$ cat src/sv/jrfe_pkg.sv
// Package with shared types, codes and character constants of the JSON-RPC field extractor.
`timescale 1ns / 1ps
`default_nettype none
package jrfe_pkg;

  localparam int unsigned MAX_DEPTH_DEF = 255;

  // Parser states.
  localparam logic [3:0] ST_INIT        = 4'd0;
  localparam logic [3:0] ST_OBJECT      = 4'd1;
  localparam logic [3:0] ST_KEY         = 4'd2;
  localparam logic [3:0] ST_AFTER_KEY   = 4'd3;
  localparam logic [3:0] ST_DISPATCH    = 4'd4;
  localparam logic [3:0] ST_STRING      = 4'd5;
  localparam logic [3:0] ST_PRIM        = 4'd6;
  localparam logic [3:0] ST_NESTED      = 4'd7;
  localparam logic [3:0] ST_SKIP_STRING = 4'd8;
  localparam logic [3:0] ST_SKIP_PRIM   = 4'd9;
  localparam logic [3:0] ST_SKIP_NESTED = 4'd10;
  localparam logic [3:0] ST_AFTER_VALUE = 4'd11;
  localparam logic [3:0] ST_DONE        = 4'd12;
  localparam logic [3:0] ST_FAILED      = 4'd13;

  // Field kinds.
  localparam logic [2:0] FK_METHOD  = 3'd0;
  localparam logic [2:0] FK_ID      = 3'd1;
  localparam logic [2:0] FK_PARAMS  = 3'd2;
  localparam logic [2:0] FK_JSONRPC = 3'd3;
  localparam logic [2:0] FK_UNKNOWN = 3'd4;

  // Value kinds.
  localparam logic [1:0] KIND_STRING = 2'd0;
  localparam logic [1:0] KIND_PRIM   = 2'd1;
  localparam logic [1:0] KIND_NESTED = 2'd2;

  // Error codes.
  localparam logic [3:0] ERR_NONE       = 4'd0;
  localparam logic [3:0] ERR_NO_OPEN    = 4'd1;
  localparam logic [3:0] ERR_BAD_OBJ    = 4'd2;
  localparam logic [3:0] ERR_NO_COLON   = 4'd3;
  localparam logic [3:0] ERR_NO_SEP     = 4'd4;
  localparam logic [3:0] ERR_EMPTY      = 4'd5;
  localparam logic [3:0] ERR_INCOMPLETE = 4'd6;
  localparam logic [3:0] ERR_FAILED     = 4'd7;
  localparam logic [3:0] ERR_DEPTH      = 4'd8;

  // Request opcodes.
  localparam logic OP_DATA = 1'b0;
  localparam logic OP_END  = 1'b1;

  // Characters.
  localparam logic [7:0] CH_LBRACE = 8'h7B;
  localparam logic [7:0] CH_RBRACE = 8'h7D;
  localparam logic [7:0] CH_LBRACK = 8'h5B;
  localparam logic [7:0] CH_RBRACK = 8'h5D;
  localparam logic [7:0] CH_QUOTE  = 8'h22;
  localparam logic [7:0] CH_BSLASH = 8'h5C;
  localparam logic [7:0] CH_COMMA  = 8'h2C;
  localparam logic [7:0] CH_COLON  = 8'h3A;
  localparam logic [7:0] CH_SPACE  = 8'h20;

  localparam int unsigned NUM_KEYS = 4;
  localparam logic [3:0]  KEY_POS_MAX = 4'd15;

  // Key names, left aligned, one byte per character.
  localparam logic [63:0] KEY_TXT [NUM_KEYS] = '{
    {"method", 16'h0}, {"id", 48'h0}, {"params", 16'h0}, {"jsonrpc", 8'h0}
  };
  localparam logic [3:0] KEY_LEN [NUM_KEYS] = '{4'd6, 4'd2, 4'd6, 4'd7};

  // Parser control state apart from the bracket depth.
  typedef struct packed {
    logic [3:0] parse_state;
    logic       esc;
    logic       in_str;
    logic [2:0] fk;
    logic [3:0] key_pos;
    logic [3:0] key_cand;
  } ctl_t;

  typedef struct packed {
    logic       object_begin;
    logic       value_valid;
    logic [7:0] value_byte;
    logic [1:0] field_tag;
    logic [1:0] value_kind;
    logic       value_end;
    logic       object_complete;
    logic       error_flag;
    logic [3:0] error_code;
  } res_t;

  function automatic logic is_ws(input logic [7:0] c);
    return (c == CH_SPACE) || (c >= 8'd9 && c <= 8'd13);
  endfunction

endpackage
`default_nettype wire

$ cat src/sv/jrfe_key_match.sv
// Key matcher: narrows the candidate key set by one key byte and classifies a finished key.
`timescale 1ns / 1ps
`default_nettype none
module jrfe_key_match (
  input  wire logic [7:0] c,
  input  wire logic [3:0] key_pos,
  input  wire logic [3:0] key_cand,
  output logic      [3:0] key_pos_nxt,
  output logic      [3:0] key_cand_nxt,
  output logic      [2:0] key_class
);

  always_comb begin
    key_cand_nxt = key_cand;
    for (int k = 0; k < jrfe_pkg::NUM_KEYS; k++) begin
      if (key_pos >= jrfe_pkg::KEY_LEN[k]) begin
        key_cand_nxt[k] = 1'b0;
      end else if (jrfe_pkg::KEY_TXT[k][63 - 8 * int'(key_pos[2:0]) -: 8] != c) begin
        key_cand_nxt[k] = 1'b0;
      end
    end
    key_pos_nxt = (key_pos < jrfe_pkg::KEY_POS_MAX) ? key_pos + 4'd1 : key_pos;
  end

  // The first surviving candidate whose length equals the bytes seen wins.
  always_comb begin
    key_class = jrfe_pkg::FK_UNKNOWN;
    for (int k = jrfe_pkg::NUM_KEYS - 1; k >= 0; k--) begin
      if (key_cand[k] && key_pos == jrfe_pkg::KEY_LEN[k]) begin
        key_class = 3'(k);
      end
    end
  end

endmodule
`default_nettype wire

$ cat src/sv/jrfe_step.sv
// Parser step: next parser state and the result for one request.
`timescale 1ns / 1ps
`default_nettype none
module jrfe_step #(
  parameter int unsigned MAX_DEPTH = jrfe_pkg::MAX_DEPTH_DEF,
  parameter int unsigned DEPTH_W   = $clog2(MAX_DEPTH + 1)
) (
  input  wire logic               op,
  input  wire logic [7:0]         c,
  input  wire jrfe_pkg::ctl_t     ctl,
  input  wire logic [DEPTH_W-1:0] depth,
  output jrfe_pkg::ctl_t          ctl_nxt,
  output logic      [DEPTH_W-1:0] depth_nxt,
  output jrfe_pkg::res_t          res
);

  localparam logic [DEPTH_W-1:0] DEPTH_MAX = DEPTH_W'(MAX_DEPTH);
  localparam logic [DEPTH_W-1:0] DEPTH_ONE = DEPTH_W'(1);

  logic [3:0] kp_nxt;
  logic [3:0] kc_nxt;
  logic [2:0] key_class;
  logic       ws;
  logic       open_br;
  logic       close_br;
  logic       tracked;
  logic       nest_end;
  logic [DEPTH_W-1:0] depth_dec;

  jrfe_key_match u_key (
    .c           (c),
    .key_pos     (ctl.key_pos),
    .key_cand    (ctl.key_cand),
    .key_pos_nxt (kp_nxt),
    .key_cand_nxt(kc_nxt),
    .key_class   (key_class)
  );

  assign ws        = jrfe_pkg::is_ws(c);
  assign open_br   = (c == jrfe_pkg::CH_LBRACE) || (c == jrfe_pkg::CH_LBRACK);
  assign close_br  = (c == jrfe_pkg::CH_RBRACE) || (c == jrfe_pkg::CH_RBRACK);
  assign depth_dec = (depth != '0) ? depth - DEPTH_ONE : depth;

  always_comb begin
    ctl_nxt   = ctl;
    depth_nxt = depth;
    res       = '0;
    tracked   = 1'b0;
    nest_end  = 1'b0;
    if (op == jrfe_pkg::OP_END) begin
      unique case (ctl.parse_state)
        jrfe_pkg::ST_DONE: begin
        end
        jrfe_pkg::ST_FAILED: begin
          res.error_flag = 1'b1;
          res.error_code = jrfe_pkg::ERR_FAILED;
        end
        jrfe_pkg::ST_INIT: begin
          ctl_nxt.parse_state = jrfe_pkg::ST_FAILED;
          res.error_flag      = 1'b1;
          res.error_code      = jrfe_pkg::ERR_EMPTY;
        end
        jrfe_pkg::ST_PRIM: begin
          res.field_tag       = ctl.fk[1:0];
          res.value_kind      = jrfe_pkg::KIND_PRIM;
          res.value_end       = 1'b1;
          ctl_nxt.fk          = jrfe_pkg::FK_UNKNOWN;
          ctl_nxt.parse_state = jrfe_pkg::ST_FAILED;
          res.error_flag      = 1'b1;
          res.error_code      = jrfe_pkg::ERR_INCOMPLETE;
        end
        default: begin
          ctl_nxt.parse_state = jrfe_pkg::ST_FAILED;
          res.error_flag      = 1'b1;
          res.error_code      = jrfe_pkg::ERR_INCOMPLETE;
        end
      endcase
    end else begin
      unique case (ctl.parse_state)
        jrfe_pkg::ST_INIT: begin
          if (!ws) begin
            if (c == jrfe_pkg::CH_LBRACE) begin
              ctl_nxt.parse_state = jrfe_pkg::ST_OBJECT;
              res.object_begin    = 1'b1;
            end else begin
              ctl_nxt.parse_state = jrfe_pkg::ST_FAILED;
              res.error_flag      = 1'b1;
              res.error_code      = jrfe_pkg::ERR_NO_OPEN;
            end
          end
        end
        jrfe_pkg::ST_OBJECT: begin
          if (!ws && c != jrfe_pkg::CH_COMMA) begin
            if (c == jrfe_pkg::CH_RBRACE) begin
              ctl_nxt.parse_state = jrfe_pkg::ST_DONE;
              res.object_complete = 1'b1;
            end else if (c == jrfe_pkg::CH_QUOTE) begin
              ctl_nxt.esc         = 1'b0;
              ctl_nxt.key_pos     = '0;
              ctl_nxt.key_cand    = '1;
              ctl_nxt.parse_state = jrfe_pkg::ST_KEY;
            end else begin
              ctl_nxt.parse_state = jrfe_pkg::ST_FAILED;
              res.error_flag      = 1'b1;
              res.error_code      = jrfe_pkg::ERR_BAD_OBJ;
            end
          end
        end
        jrfe_pkg::ST_KEY: begin
          if (ctl.esc) begin
            ctl_nxt.esc      = 1'b0;
            ctl_nxt.key_pos  = kp_nxt;
            ctl_nxt.key_cand = kc_nxt;
          end else if (c == jrfe_pkg::CH_BSLASH) begin
            ctl_nxt.esc = 1'b1;
          end else if (c == jrfe_pkg::CH_QUOTE) begin
            ctl_nxt.fk          = key_class;
            ctl_nxt.parse_state = jrfe_pkg::ST_AFTER_KEY;
          end else begin
            ctl_nxt.key_pos  = kp_nxt;
            ctl_nxt.key_cand = kc_nxt;
          end
        end
        jrfe_pkg::ST_AFTER_KEY: begin
          if (!ws) begin
            if (c == jrfe_pkg::CH_COLON) begin
              ctl_nxt.parse_state = jrfe_pkg::ST_DISPATCH;
            end else begin
              ctl_nxt.parse_state = jrfe_pkg::ST_FAILED;
              res.error_flag      = 1'b1;
              res.error_code      = jrfe_pkg::ERR_NO_COLON;
            end
          end
        end
        jrfe_pkg::ST_DISPATCH: begin
          if (!ws) begin
            ctl_nxt.esc = 1'b0;
            if (c == jrfe_pkg::CH_QUOTE) begin
              ctl_nxt.parse_state = (ctl.fk == jrfe_pkg::FK_METHOD || ctl.fk == jrfe_pkg::FK_ID)
                                    ? jrfe_pkg::ST_STRING : jrfe_pkg::ST_SKIP_STRING;
            end else if (open_br) begin
              depth_nxt      = DEPTH_ONE;
              ctl_nxt.in_str = 1'b0;
              if (ctl.fk == jrfe_pkg::FK_PARAMS || ctl.fk == jrfe_pkg::FK_ID) begin
                ctl_nxt.parse_state = jrfe_pkg::ST_NESTED;
                res.value_valid     = 1'b1;
                res.value_byte      = c;
                res.field_tag       = ctl.fk[1:0];
                res.value_kind      = jrfe_pkg::KIND_NESTED;
              end else begin
                ctl_nxt.parse_state = jrfe_pkg::ST_SKIP_NESTED;
              end
            end else if (ctl.fk == jrfe_pkg::FK_ID) begin
              ctl_nxt.parse_state = jrfe_pkg::ST_PRIM;
              res.value_valid     = 1'b1;
              res.value_byte      = c;
              res.field_tag       = ctl.fk[1:0];
              res.value_kind      = jrfe_pkg::KIND_PRIM;
            end else begin
              ctl_nxt.parse_state = jrfe_pkg::ST_SKIP_PRIM;
            end
          end
        end
        jrfe_pkg::ST_STRING, jrfe_pkg::ST_SKIP_STRING: begin
          tracked = (ctl.parse_state == jrfe_pkg::ST_STRING);
          res.field_tag  = tracked ? ctl.fk[1:0] : 2'd0;
          if (ctl.esc) begin
            ctl_nxt.esc     = 1'b0;
            res.value_valid = tracked;
          end else if (c == jrfe_pkg::CH_BSLASH) begin
            ctl_nxt.esc   = 1'b1;
            res.field_tag = 2'd0;
          end else if (c == jrfe_pkg::CH_QUOTE) begin
            res.value_end       = tracked;
            ctl_nxt.fk          = jrfe_pkg::FK_UNKNOWN;
            ctl_nxt.parse_state = jrfe_pkg::ST_AFTER_VALUE;
          end else begin
            res.value_valid = tracked;
          end
          res.value_byte = res.value_valid ? c : 8'd0;
          res.value_kind = jrfe_pkg::KIND_STRING;
        end
        jrfe_pkg::ST_PRIM, jrfe_pkg::ST_SKIP_PRIM: begin
          tracked = (ctl.parse_state == jrfe_pkg::ST_PRIM);
          if (c == jrfe_pkg::CH_COMMA || c == jrfe_pkg::CH_RBRACE || ws) begin
            res.value_end = tracked;
            ctl_nxt.fk    = jrfe_pkg::FK_UNKNOWN;
            if (c == jrfe_pkg::CH_COMMA) begin
              ctl_nxt.parse_state = jrfe_pkg::ST_OBJECT;
            end else if (c == jrfe_pkg::CH_RBRACE) begin
              ctl_nxt.parse_state = jrfe_pkg::ST_DONE;
              res.object_complete = 1'b1;
            end else begin
              ctl_nxt.parse_state = jrfe_pkg::ST_AFTER_VALUE;
            end
          end else begin
            res.value_valid = tracked;
            res.value_byte  = tracked ? c : 8'd0;
          end
          res.field_tag  = tracked ? ctl.fk[1:0] : 2'd0;
          res.value_kind = tracked ? jrfe_pkg::KIND_PRIM : jrfe_pkg::KIND_STRING;
        end
        jrfe_pkg::ST_NESTED, jrfe_pkg::ST_SKIP_NESTED: begin
          tracked = (ctl.parse_state == jrfe_pkg::ST_NESTED);
          if (ctl.esc) begin
            ctl_nxt.esc = 1'b0;
          end else if (ctl.in_str) begin
            if (c == jrfe_pkg::CH_BSLASH) begin
              ctl_nxt.esc = 1'b1;
            end else if (c == jrfe_pkg::CH_QUOTE) begin
              ctl_nxt.in_str = 1'b0;
            end
          end else if (c == jrfe_pkg::CH_QUOTE) begin
            ctl_nxt.in_str = 1'b1;
          end else if (open_br) begin
            if (depth >= DEPTH_MAX) begin
              // Overflow: nothing is streamed for this byte.
              tracked             = 1'b0;
              ctl_nxt.parse_state = jrfe_pkg::ST_FAILED;
              res.error_flag      = 1'b1;
              res.error_code      = jrfe_pkg::ERR_DEPTH;
            end else begin
              depth_nxt = depth + DEPTH_ONE;
            end
          end else if (close_br) begin
            depth_nxt = depth_dec;
            if (depth_dec == '0) begin
              nest_end            = 1'b1;
              ctl_nxt.parse_state = jrfe_pkg::ST_AFTER_VALUE;
            end
          end
          if (tracked) begin
            res.value_valid = 1'b1;
            res.value_byte  = c;
            res.field_tag   = ctl.fk[1:0];
            res.value_kind  = jrfe_pkg::KIND_NESTED;
            res.value_end   = nest_end;
          end
          if (nest_end) begin
            ctl_nxt.fk = jrfe_pkg::FK_UNKNOWN;
          end
        end
        jrfe_pkg::ST_AFTER_VALUE: begin
          if (!ws) begin
            if (c == jrfe_pkg::CH_COMMA) begin
              ctl_nxt.parse_state = jrfe_pkg::ST_OBJECT;
            end else if (c == jrfe_pkg::CH_RBRACE) begin
              ctl_nxt.parse_state = jrfe_pkg::ST_DONE;
              res.object_complete = 1'b1;
            end else begin
              ctl_nxt.parse_state = jrfe_pkg::ST_FAILED;
              res.error_flag      = 1'b1;
              res.error_code      = jrfe_pkg::ERR_NO_SEP;
            end
          end
        end
        default: begin
        end
      endcase
    end
  end

endmodule
`default_nettype wire

$ cat src/sv/jsonrpc_top_level_field_extractor.sv
// Top level of the JSON-RPC top-level field extractor: parser state and result register.
//
// One request (a body byte or an end-of-body marker) is taken per clock cycle and produces
// exactly one result, which appears in the output register on the cycle after acceptance.
// The parser state is updated in the same cycle as acceptance, so requests may follow each
// other with no gap; the input side stalls only while a result sits in the output register
// and the consumer holds out_ready low. Nesting deeper than MAX_DEPTH brackets inside a value
// reports a depth overflow error. After the object is complete or an error was reported,
// further bytes give all-zero results until reset.
`timescale 1ns / 1ps
`default_nettype none
module jsonrpc_top_level_field_extractor #(
  parameter int unsigned MAX_DEPTH = jrfe_pkg::MAX_DEPTH_DEF
) (
  input  wire logic       clk,
  input  wire logic       rst_n,
  input  wire logic       in_valid,
  output logic            in_ready,
  input  wire logic       in_op,
  input  wire logic [7:0] in_data_byte,
  output logic            out_valid,
  input  wire logic       out_ready,
  output logic            out_object_begin,
  output logic            out_value_valid,
  output logic      [7:0] out_value_byte,
  output logic      [1:0] out_field_tag,
  output logic      [1:0] out_value_kind,
  output logic            out_value_end,
  output logic            out_object_complete,
  output logic            out_error_flag,
  output logic      [3:0] out_error_code
);

  localparam int unsigned DEPTH_W = $clog2(MAX_DEPTH + 1);

  jrfe_pkg::ctl_t     ctl_r;
  jrfe_pkg::ctl_t     ctl_nxt;
  logic [DEPTH_W-1:0] depth_r;
  logic [DEPTH_W-1:0] depth_nxt;
  jrfe_pkg::res_t     res_nxt;
  jrfe_pkg::res_t     res_r;
  logic               out_valid_r;
  logic               accept;

  assign in_ready = !out_valid_r || out_ready;
  assign accept   = in_valid && in_ready;

  jrfe_step #(
    .MAX_DEPTH(MAX_DEPTH),
    .DEPTH_W  (DEPTH_W)
  ) u_step (
    .op       (in_op),
    .c        (in_data_byte),
    .ctl      (ctl_r),
    .depth    (depth_r),
    .ctl_nxt  (ctl_nxt),
    .depth_nxt(depth_nxt),
    .res      (res_nxt)
  );

  always_ff @(posedge clk) begin
    if (!rst_n) begin
      ctl_r.parse_state <= jrfe_pkg::ST_INIT;
      ctl_r.esc         <= 1'b0;
      ctl_r.in_str      <= 1'b0;
      ctl_r.fk          <= jrfe_pkg::FK_UNKNOWN;
      ctl_r.key_pos     <= '0;
      ctl_r.key_cand    <= '1;
      depth_r           <= '0;
      out_valid_r       <= 1'b0;
    end else begin
      if (accept) begin
        ctl_r       <= ctl_nxt;
        depth_r     <= depth_nxt;
        out_valid_r <= 1'b1;
      end else if (out_ready) begin
        out_valid_r <= 1'b0;
      end
    end
  end

  always_ff @(posedge clk) begin
    if (accept) begin
      res_r <= res_nxt;
    end
  end

  assign out_valid           = out_valid_r;
  assign out_object_begin    = res_r.object_begin;
  assign out_value_valid     = res_r.value_valid;
  assign out_value_byte      = res_r.value_byte;
  assign out_field_tag       = res_r.field_tag;
  assign out_value_kind      = res_r.value_kind;
  assign out_value_end       = res_r.value_end;
  assign out_object_complete = res_r.object_complete;
  assign out_error_flag      = res_r.error_flag;
  assign out_error_code      = res_r.error_code;

endmodule
`default_nettype wire
$ cat config.mk
export PLATFORM = sky130hd
export DESIGN_NAME = jsonrpc_top_level_field_extractor
export DESIGN_NICKNAME = d
export VERILOG_FILES = /design/src/sv/jrfe_pkg.sv /design/src/sv/jrfe_key_match.sv /design/src/sv/jrfe_step.sv /design/src/sv/jsonrpc_top_level_field_extractor.sv
export SDC_FILE = /design/constraint.sdc
export NUM_CORES = 1
export LEC_CHECK = 0
export BUFFER_PORTS_ARGS = -buffer_cell sky130_fd_sc_hd__buf_2
export CAP_MARGIN = 20
export CORE_MARGIN = 10
export CORE_UTILIZATION = 61
export DETAILED_ROUTE_END_ITERATION = 8
export GPL_ROUTABILITY_DRIVEN = 0
export PLACE_DENSITY_LB_ADDON = 0.05
export SYNTH_ARGS = -nofsm -noshare
export SYNTH_HDL_FRONTEND = slang
export SYNTH_SLANG_ARGS = --single-unit
$ cat constraint.sdc
create_clock -name clk -period 2.7 [get_ports clk]
set_input_delay 0.675 -clock clk [delete_from_list [all_inputs] [get_ports clk]]
set_output_delay 0.675 -clock clk [all_outputs]
set_load 0.02 [all_outputs]
; Word level (Yosys, flattened, before mapping)
; Cells that the tools add are included.
[op_classes]
add_sub_neg = 4
mux = 157
n_lt_le_gt_ge = 7
n_eq_ne = 66
n_shift = 4
bitwise = 2
n_reduce_logical = 39
[op_table]
columns = op, count
row1 = variable part select 71 x 7 -> 8 bit (first input constant), 4
row2 = 2-to-1 mux 8 bit, 17
row3 = 2-to-1 mux 4 bit, 31
row4 = 2-to-1 mux 5 bit, 16
row5 = 2-to-1 mux 13 bit, 5
row6 = one-hot mux 13 bit (4 select lines), 1
row7 = 2-to-1 mux 1 bit, 51
row8 = 2-to-1 mux 3 bit, 14
row9 = != test 3 bit (second input constant), 14
row10 = equality test 8 x 7 -> 1 bit (second input constant), 5
row11 = one-hot mux 4 bit (9 select lines), 1
row12 = equality test 8 x 6 -> 1 bit (second input constant), 4
row13 = != test 8 bit, 4
row14 = one-hot mux 8 bit (2 select lines), 2
row15 = one-hot mux 5 bit (5 select lines), 1
row16 = equality test 4 x 3 -> 1 bit (second input constant), 6
row17 = equality test 4 bit (second input constant), 6
row18 = 2-to-1 mux 6 bit, 4
row19 = AND reduction 11 bit, 2
row20 = AND reduction 21 bit, 1
row21 = != test 3 x 2 -> 1 bit (second input constant), 5
row22 = one-hot mux 5 bit (3 select lines), 1
row23 = 2-to-1 mux 14 bit, 1
row24 = != test 2 bit (second input constant), 7
row25 = other kinds (42), 76
[totals]
elab_cells = 296
in_bits = 13
output_inout_bits = 23
ff_bits = 47

; Longest topological paths before layout
; Gate-level depths: netlist of run 1.
[depth]
depth_word = 14
ltp_mapped = 11
depth_no_buf = 10

; Modules after synthesis
; Synthesis of run 1 repeated with hierarchy kept, for this count alone.
[unflattened]
hier_cells = 631
hier_area_um2 = 4687.0
[by_module_without_submodules]
columns = module, cells_per_inst, seq_area_each_um2, area_per_inst_um2, n_inst
row1 = jrfe_step, 391, 0.0, 2287.2, 1
row2 = jsonrpc_top_level_field_extractor, 135, 1151.1, 1700.4, 1
row3 = jrfe_key_match, 105, 0.0, 699.4, 1

; Worst setup path before layout of run 1
; No wires, ideal clock.
[synth_path]
path_kind = input to register
from = input port in_data_byte[1]
to = register res_r, in the netlist out_value_byte[0], data pin
setup_time_ns = 0.255
required_time_ns = 2.445
arrival_time_ns = 2.260
cell_stages = 8
path_slack_ns = 0.185
n_path_buf = 1
cell_sequence = buf_2 -> or4b_1 -> a21oi_1 -> o21a_2 -> nor3_1 -> a2111oi_4 -> nor2_2 -> and2_1
[synth_via]
elab_chain_len = 10
word_cells_on_any_way = 32
cone_classes = 2 x order compare / 7 x eq/ne / 18 x mux / 5 x reduce/logical
[synth_rtl]
columns = item, line
row1 = start: declaration, jsonrpc_top_level_field_extractor.sv:20  ; input wire logic [7:0] in_data_byte,
row2 = equality test 8 x 7 -> 1 bit, jrfe_step.sv:40  ; assign open_br = (c == jrfe_pkg::CH_LBRACE) || (c == jrfe_pkg::CH_LBRACK);
row3 = logical OR 1 bit, jrfe_step.sv:40
row4 = 2-to-1 mux 1 bit, jrfe_step.sv:215  ; end else if (open_br) begin
row5 = 2-to-1 mux 1 bit, jrfe_step.sv:213  ; end else if (c == jrfe_pkg::CH_QUOTE) begin
row6 = 2-to-1 mux 1 bit, jrfe_step.sv:207  ; end else if (ctl.in_str) begin
row7 = 2-to-1 mux 1 bit, jrfe_step.sv:205  ; if (ctl.esc) begin
row8 = 2-to-1 mux 1 bit, jrfe_step.sv:79  ; unique case (ctl.parse_state)
row9 = 2-to-1 mux 1 bit, jrfe_step.sv:50  ; if (op == jrfe_pkg::OP_END) begin
row10 = 2-to-1 mux 14 bit, jrfe_step.sv:232  ; if (tracked) begin
row11 = one-hot mux 13 bit (4 select lines) (*), jrfe_step.sv:79
row12 = end signal: assignment, jsonrpc_top_level_field_extractor.sv:84  ; res_r <= res_nxt;
row13 = end: declaration, jsonrpc_top_level_field_extractor.sv:41  ; jrfe_pkg::res_t res_r;
; Every way passes the cells marked *; elsewhere a longest branch is shown, timed or not. The select of a mux whose other input is x is not followed.
; A chain may end at the register's enable or synchronous reset.

; Final worst setup path of run 1
[layout_path]
from = register depth_r[2]
to = register ctl_r[10] (netlist bit)
[layout_via]
elab_chain_len = 13
word_cells_on_any_way = 14
cone_classes = 1 x add/sub / 1 x eq/ne / 9 x mux / 3 x reduce/logical
[layout_rtl]
columns = item, line
row1 = start: declaration, jsonrpc_top_level_field_extractor.sv:38  ; logic [DEPTH_W-1:0] depth_r;
row2 = start signal: assignment, jsonrpc_top_level_field_extractor.sv:74  ; depth_r <= depth_nxt;
row3 = subtractor 8 x 1 -> 8 bit or nonzero test 8 bit (tied branches), jrfe_step.sv:42  ; assign depth_dec = (depth != '0) ? depth - DEPTH_ONE : depth;
row4 = 2-to-1 mux 8 bit (*), jrfe_step.sv:42
row5 = logical NOT 8 bit (*), jrfe_step.sv:227  ; if (depth_dec == '0) begin
row6 = 2-to-1 mux 1 bit (*), jrfe_step.sv:227
row7 = 2-to-1 mux 1 bit (*), jrfe_step.sv:225  ; end else if (close_br) begin
row8 = 2-to-1 mux 1 bit (*), jrfe_step.sv:215
row9 = 2-to-1 mux 1 bit (*), jrfe_step.sv:213
row10 = 2-to-1 mux 1 bit (*), jrfe_step.sv:207
row11 = 2-to-1 mux 1 bit (*), jrfe_step.sv:205
row12 = 2-to-1 mux 1 bit (*), jrfe_step.sv:79
row13 = 2-to-1 mux 1 bit (*), jrfe_step.sv:50
row14 = != test 3 x 2 -> 1 bit (no line) (*), -
row15 = AND reduction 11 bit (no line) (*), -
row16 = end signal: assignment, jsonrpc_top_level_field_extractor.sv:73  ; ctl_r <= ctl_nxt;
row17 = end: declaration, jsonrpc_top_level_field_extractor.sv:36  ; jrfe_pkg::ctl_t ctl_r;
; Marks and branches as above.

==> results of run 1 <==
[layout make-up]
| cell class | count | area (um^2) |
|---|---|---|
| well taps | 77 | 96.3 |
| clock buffers | 5 | 68.8 |
| multi-input cells | 430 | 2720 |
| flip-flops and latches | 47 | 1150 |
| fillers | 530 | 1900 |
| repair buffers | 70 | 450 |
| inverters | 13 | 48.8 |
| clock inverters | 3 | 23.8 |
[critical path, delay by kind of cell (launching register included)]
family | cells | cell delay, ns
multiplexers | 1 | 0.29
AO/OA/AOI/OAI | 3 | 0.80
flip-flops | 1 | 0.46
AND/OR/NAND/NOR | 3 | 0.89
[timing repair]
action,4_1_cts,5_1_grt
gates resized for setup,0,3
endpoints found under the hold margin,0,0
endpoints found under the setup margin,0,3
[worst min-delay path by stage]
stage / endpoint / cells past startpoint
2_1_floorplan: ctl_r[0]$_SDFFE_PN1P_ / 1
3_3_place_gp: ctl_r[1]$_SDFFE_PN1P_ / 1
3_5_place_dp: ctl_r[1]$_SDFFE_PN1P_ / 1
4_1_cts: ctl_r[1]$_SDFFE_PN1P_ / 1
5_1_grt: ctl_r[0]$_SDFFE_PN1P_ / 1
6_report: ctl_r[1]$_SDFFE_PN1P_ / 1
[cell usage in the layout, fill, tap and decap left out, types with 3 or more instances in the layout]
master	synthesis	layout
nand2_1	53	53
edfxtp_1	21	21
nand3_1	18	18
buf_2	13	35
o31ai_1	3	3
dfxtp_1	26	24
a21o_1	5	5
and3_1	11	11
inv_1	13	13
o2111ai_1	5	5
xor2_1	7	7
nor2b_1	8	8
a211oi_1	7	7
a22oi_1	8	8
a21boi_0	3	3
nor3_1	19	19
a21oi_1	43	43
or3_1	3	3
xnor2_1	8	8
ha_1	9	9
a31oi_1	3	3
nor4_1	3	3
o21a_1	6	6
nor2_1	54	54
o22ai_1	5	5
nand4b_1	3	3
and2_1	12	12
o32ai_1	4	4
mux2i_1	9	9
nand3b_1	7	7
nand2b_1	17	17
o21ai_0	34	34
buf_4	5	34
nand4_1	11	11
clkbuf_8	0	5
[power groups by stage]
| stage | clock network [mW] | logic, mW | registers [mW] |
|---|---|---|---|
| after global placement | 0 | 0.746 | 0.885 |
| final | 0.437 | 0.774 | 0.871 |
| after global routing | 0.464 | 0.846 | 0.881 |
| after detailed placement | 0 | 0.755 | 0.885 |
| after CTS | 0.447 | 0.758 | 0.869 |
| after floorplan | 0 | 0.555 | 0.865 |
[registers in the layout, indices dropped and copies added (netlist names)]
name	flops
ctl_r	17
depth_r	8
out_value_byte	8
out_error_code	4
out_field_tag	2
out_value_kind	2
out_error_flag	1
out_object_begin	1
out_object_complete	1
out_valid	1
out_value_end	1
out_value_valid	1
[logic make-up (layout without fill, tap and decap cells)]
logic type	count (synthesis)	count (layout)
DFF	47	47
and+or+nand+nor	237	237
AOI/OAI and AO/OA	158	158
adders and majority gates	9	9
muxes	11	11
xor gates and xnor gates	15	15
buffers and inverters	58	91
[layer usage]
layer,track usage (%),vias to the layer above,part of all wire (%)
met5,0,-,0
met4,11.0,0,4.0
met3,4.18,39,8.3
met2,36.0,195,46
met1,27.0,1950,42
li1,-,2029,-
[stage by stage]
stage	hold slack, ns	worst slack (ns)
after floorplan	0.426	0.185
after global placement	0.437	0.0826
after detailed placement	0.452	0.00711
after CTS	0.475	0.185
after global routing	0.491	0.0103
final	0.477	0.165
==> results.md, run 1 <==
* Gr usage total at 22.0%
* Multiplexer share of the synthesized area at 2.81%
* Fin util at 70.6%
* Leakage at 1.81 nW
* Die W at 102 um
* Vias in the first global route at 3987
* Status: completed
* Post-synth EDFFs at 21
* Pwr Total at 2.08 mW
* First-pass GRT wire length at 18800 um
* Crit path cell chain: nor4_4 -> nand3_1 -> o22ai_1 -> nand4_1 -> a21oi_1 -> o221a_4 -> mux2_4
* R2R Setup Slk at 0.16 ns
* Worst-margin pin slew at 0.677 ns
* Hold_buf cts at 0
* Commonest cells in the netlist: nor2_1 (54), nand2_1 (53), a21oi_1 (43), o21ai_0 (34), dfxtp_1 (26)
* Max-cap viol count at 0
* Pre-antenna DRT Iters at 6
* Simple-gate area share of the yosys netlist at 30.1%
* TritonCTS clock tree: built
* First DRT Iteration DRCs at 332
* Mapped cell area at 0.00414 mm^2
* Clk root buf: clkbuf_8
* Cells after Synth at 535
* Clock Latency Late Sink at 0.31 ns
* Min-delay src: ctl_r[1]$_SDFFE_PN1P_
* Aggregate global routing overflow at 0
* Max Freq at 394 MHz
* Yosys synthesis warning count at 0
* Final #Nets at 589
* Postcts setup bufs at 0
* Crit Path Max Fanout at 14
* Reg power frac at 41.8%
* FFs w/ async S/R, synth at 0%
* Final period utilization at 93.9%
* Synth Area in Adders at 2.72%
* Synth cell types at 79
* Largest net degree at the start of global routing at 21
* Req. time, crit path at 2.91 ns
* Sw Ratio at 38.3%
* Complex-gate fraction of the synthesized area at 26.7%
* Count leader, synth: nor2_1
* #FFs+latches synth at 47
* Share of cells above drive strength 1 at 18.3%
* Post-synth top area share at 15.2%
* Antenna viol nets, final at 0
* ANT cells at 0
* Seq/Total Area, Yosys at 27.8%
* Psw at 0.797 mW
* Final wirelength at 11500 um
* Total CTS buffers at 5
* Crit path capture type: flop
* Worst Setup EP: ctl_r[10]$_SDFFE_PN1P_
* Wirelength per Cell at 17.8 um
* FF-to-FF Start: depth_r[2]$_SDFFE_PN0P_
* DP Cell Count at 637
* Ys flop type: dfxtp_1
* Critical path launch point type: flop
* Minimum clock period at 2.54 ns
* Die Footprint at 0.0105 mm^2
* Synth Area in XOR/XNOR at 3.18%
* Area leader, netlist: edfxtp_1
* Clock-pin slew on the worst setup and hold paths at 0.10 ns
* Combinational share of power at 37.2%
* R2r endpoint: ctl_r[10]$_SDFFE_PN1P_
* Syn nets at 557
* Maximum buffer depth of the clock tree at 2
* Via/cell ratio at 6.53
* Htree depth at 2
* Mean cell area of the mapped netlist at 7.73 um^2
* I/O Buffers at 35
* Largest cells by area after synthesis: edfxtp_1 (15%), dfxtp_1 (13%), a21oi_1 (5.2%)
* Internal Power at 1.29 mW
* Relative slew slack at 54.8%
* Placed cell area at 0.00446 mm^2
* Worst Setup SP: depth_r[2]$_SDFFE_PN0P_
* Dpl hpwl at 8680 um
* Vias post-DR at 4213
* Starting Density at 64.0%
* WP data arrival at 2.74 ns
* Setup repair after global routing missed its margin: false
* R2R depth at 7
* Placeable Area at 0.00646 mm^2
* Area grow syn2layout at 10.3%
* Hold crit path type: flop to flop
* Post-route cell area at 0.00456 mm^2
* Clock Power Share at 21.0%
* Num ports at 36
* Pwr/cell area at 457 mW/mm^2
* Initial antenna violation count at 0
* Cell Rows at 29
* Die Span Y at 102 um
* CP peak stage delay at 0.46 ns
* Worst vdd ir at 0.000280 V
* Final Max Slew Viols at 0
* WS Path Type: flop to flop
* Setup TNS Final at 0 ns
* Final setup vio count at 0
* Final Non-Filler Cells at 645
* Worst path slowest cell: dfxtp_1
* Hold Violations, Final at 0
* Clk sinks at 47
* Residual DRC at 0
* Dominant combinational cell family by area after synthesis: simple AND/OR/NAND/NOR gates
* Clock skew at 0.00978 ns
Note: power is estimated with default switching activity, not from simulation.
==> run 2, diff against run 1 <==
Settings changed: CORE_UTILIZATION 61 to 39.
==> run 2 against run 1 <==
Fmax rose by 1.5%; critical path depth rose by 2; global-route usage decreased by 5.2 points; power rose by 1.9%; setup slack improved by 0.037 ns; first-iteration DRC count shrank 21%; sequential share of layout area decreased by 1.1 points; clock power hardly changed; final cell count grew 12%; sequential power down 0.8%; wire length increased by 11%; critical path type unchanged; largest power group unchanged.
==> results.md, run 2 (synthesis results as in run 1) <==
* Max-cap viol count at 0 (unchanged)
* Register Area at 0.00115 mm^2 (-0.22%)
* Hold endpoint: ctl_r[1]$_SDFFE_PN1P_
* Final Max Slew Viols at 0 (unchanged)
* Setup TNS Final at 0 ns (unchanged)
* Vias in the first global route at 4004 (+0.43%)
* R2R depth at 9 (+2)
* Maximum buffer depth of the clock tree at 2 (unchanged)
* Leakage at 1.88 nW (+4.2%)
* Number of flip-flops in the largest register at 17 (unchanged)
* Die Span Y at 123 um (+20%)
* Post-route cell area at 0.00475 mm^2 (+4.3%)
* Req. time, crit path at 2.89 ns (-0.02 ns)
* Met1 WL at 5820 um (+21%)
* Minimum clock period at 2.50 ns (-0.0370 ns)
* Postcts setup bufs at 0 (unchanged)
* First-pass GRT wire length at 20700 um (+10%)
* FF-to-FF Start: depth_r[1]$_SDFFE_PN0P_
* I/O Buffers at 35 (unchanged)
* Wirelength per Cell at 17.7 um (-0.66%)
* Most frequent cells in the layout: nand2_1 (53), nor2_1 (53), buf_4 (52)
* Clk sinks at 47 (unchanged)
* DR top layer: met4
* Placed cell area at 0.00465 mm^2 (+4.2%)
* Hold Path Cell Cnt at 1 (unchanged)
* Placeable Area at 0.0103 mm^2 (+60%)
* Crit path capture type: flop
* Via/cell ratio at 5.77 (-12%)
* ANT cells at 0 (unchanged)
* Residual DRC at 0 (unchanged)
* Final setup vio count at 0 (unchanged)
* Area grow syn2layout at 15.0%
* Hold Violations, Final at 0 (unchanged)
* Htree depth at 2 (unchanged)
* Die Footprint at 0.0151 mm^2 (+44%)
* Min-delay src: ctl_r[1]$_SDFFE_PN1P_
* Gr usage total at 16.8% (-5.2 points)
* Met3 wire len at 656 um (-31%)
* Max Freq at 400 MHz (+1.5%)
* Setup repair after global routing missed its margin: false
* Fin util at 46.1% (-25 points)
* Pwr/cell area at 446 mW/mm^2 (-2.3%)
* Antenna viol nets, final at 0 (unchanged)
* Hold crit path type: flop to flop
* Crit Path Max Fanout at 6 (-8)
* Aggregate global routing overflow at 0 (unchanged)
* First DRT Iteration DRCs at 262 (-21%)
* Starting Density at 40.1% (-24 points)
* Dpl hpwl at 9870 um (+14%)
* Final period utilization at 92.5% (-1.4 points)
* Top reg by flops: ctl_r
* Worst-margin pin slew at 0.651 ns (-0.0263 ns)
* Num ports at 36 (unchanged)
* Setup WS post-layout at 0.202 ns (+0.0370 ns)
* Clock skew at 0.0141 ns (+0.00429 ns)
* WP data arrival at 2.69 ns (-0.05 ns)
* Worst vdd ir at 0.000202 V (-28%)
* Area occupied by multi-input gates at 0.00273 mm^2 (+0.41%)
* WS Path Type: flop to flop
* Relative slew slack at 56.6% (+1.8 points)
* TritonCTS clock tree: built
* Clock-pin slew on the worst setup and hold paths at 0.10 ns (about the same)
* Status: completed
* Die W at 123 um (+20%)
* R2R Setup Slk at 0.20 ns (+0.04 ns)
* Share of cells above drive strength 1 at 20.9% (+2.5 points)
* Cell Rows at 37 (+28%)
* Final #Nets at 606 (+2.9%)
* FILL cells at 1037 (+96%)
* Vias post-DR at 4162 (-1.2%)
* Met2 WL post-DR at 6010 um (+14%)
* Largest net degree at the start of global routing at 22 (+4.8%)
* Initial antenna violation count at 0 (unchanged)
* Pre-CTS WS at 0.0317 ns (+0.0246 ns)
* Critical path launch point type: flop
* Clock Latency Late Sink at 0.31 ns (about the same)
* Total CTS buffers at 5 (unchanged)
* Clk root buf: clkbuf_8
* R2r endpoint: ctl_r[10]$_SDFFE_PN1P_
* Pre-antenna DRT Iters at 6 (unchanged)
* Final wirelength at 12800 um (+11%)
[run 2: per-stage QoR]
step	total power [mW]	hold slack (ns)	std cells
final	2.12	0.463	721
after global routing	2.24	0.496	721
after CTS	2.13	0.467	721
after detailed placement	1.68	0.444	713
after global placement	1.68	0.437	713
after floorplan	1.42	0.426	535
[run 2: worst max path at each step]
stage | startpoint | end | depth (start not counted) | slack (ns)
after floorplan | in_data_byte[1] | out_value_byte[0]$_SDFFCE_PP0P_ | 8 | 0.19
after global placement | in_data_byte[0] | ctl_r[15]$_SDFFE_PN0P_ | 10 | 0.07
after detailed placement | in_data_byte[1] | ctl_r[10]$_SDFFE_PN1P_ | 10 | 0.03
after CTS | depth_r[1]$_SDFFE_PN0P_ | ctl_r[10]$_SDFFE_PN1P_ | 9 | 0.11
after global routing | depth_r[1]$_SDFFE_PN0P_ | ctl_r[10]$_SDFFE_PN1P_ | 9 | 0.03
final | depth_r[1]$_SDFFE_PN0P_ | ctl_r[10]$_SDFFE_PN1P_ | 9 | 0.20
[run 2: final cells by class]
class / instances / share of cell area, %
clock buffer: 5 / 1.45
clock inverter: 3 / 0.421
inverter: 13 / 1.03
multi-input combinational: 430 / 57.4
sequential: 47 / 24.2
tap: 136 / 3.58
timing repair buffer: 87 / 11.9
[run 2: timing repair]
action | 4_1_cts | 5_1_grt
gates resized for setup | 0 | 4
endpoints found under the setup margin | 0 | 13
hold buffers | 0 | 0
[run 2: power breakdown]
group          switching, mW  leakage (nW)  internal [mW]  total, mW
Combinational          0.496          1.42          0.322      0.818
Sequential            0.0689         0.421          0.795      0.864
Clock                  0.259        0.0402          0.181      0.440
Total                  0.824          1.88           1.30       2.12
[run 2: critical path, stage by stage (launching register included)]
cell and delay (ns):
dfxtp_1 0.45, inv_1 0.15, ha_1 0.22, o41ai_1 0.38, nand3_1 0.14, o22ai_2 0.17
nand4_1 0.16, a21oi_2 0.19, o221a_4 0.22, mux2_4 0.29
[run 2: routing by layer]
| metal | vias up | global-route usage [%] |
|---|---|---|
| met4 | 0 | 4.66 |
| met3 | 29 | 2.32 |
| met2 | 124 | 28.6 |
| met5 | - | 0 |
| met1 | 1946 | 21.8 |
| li1 | 2063 | - |
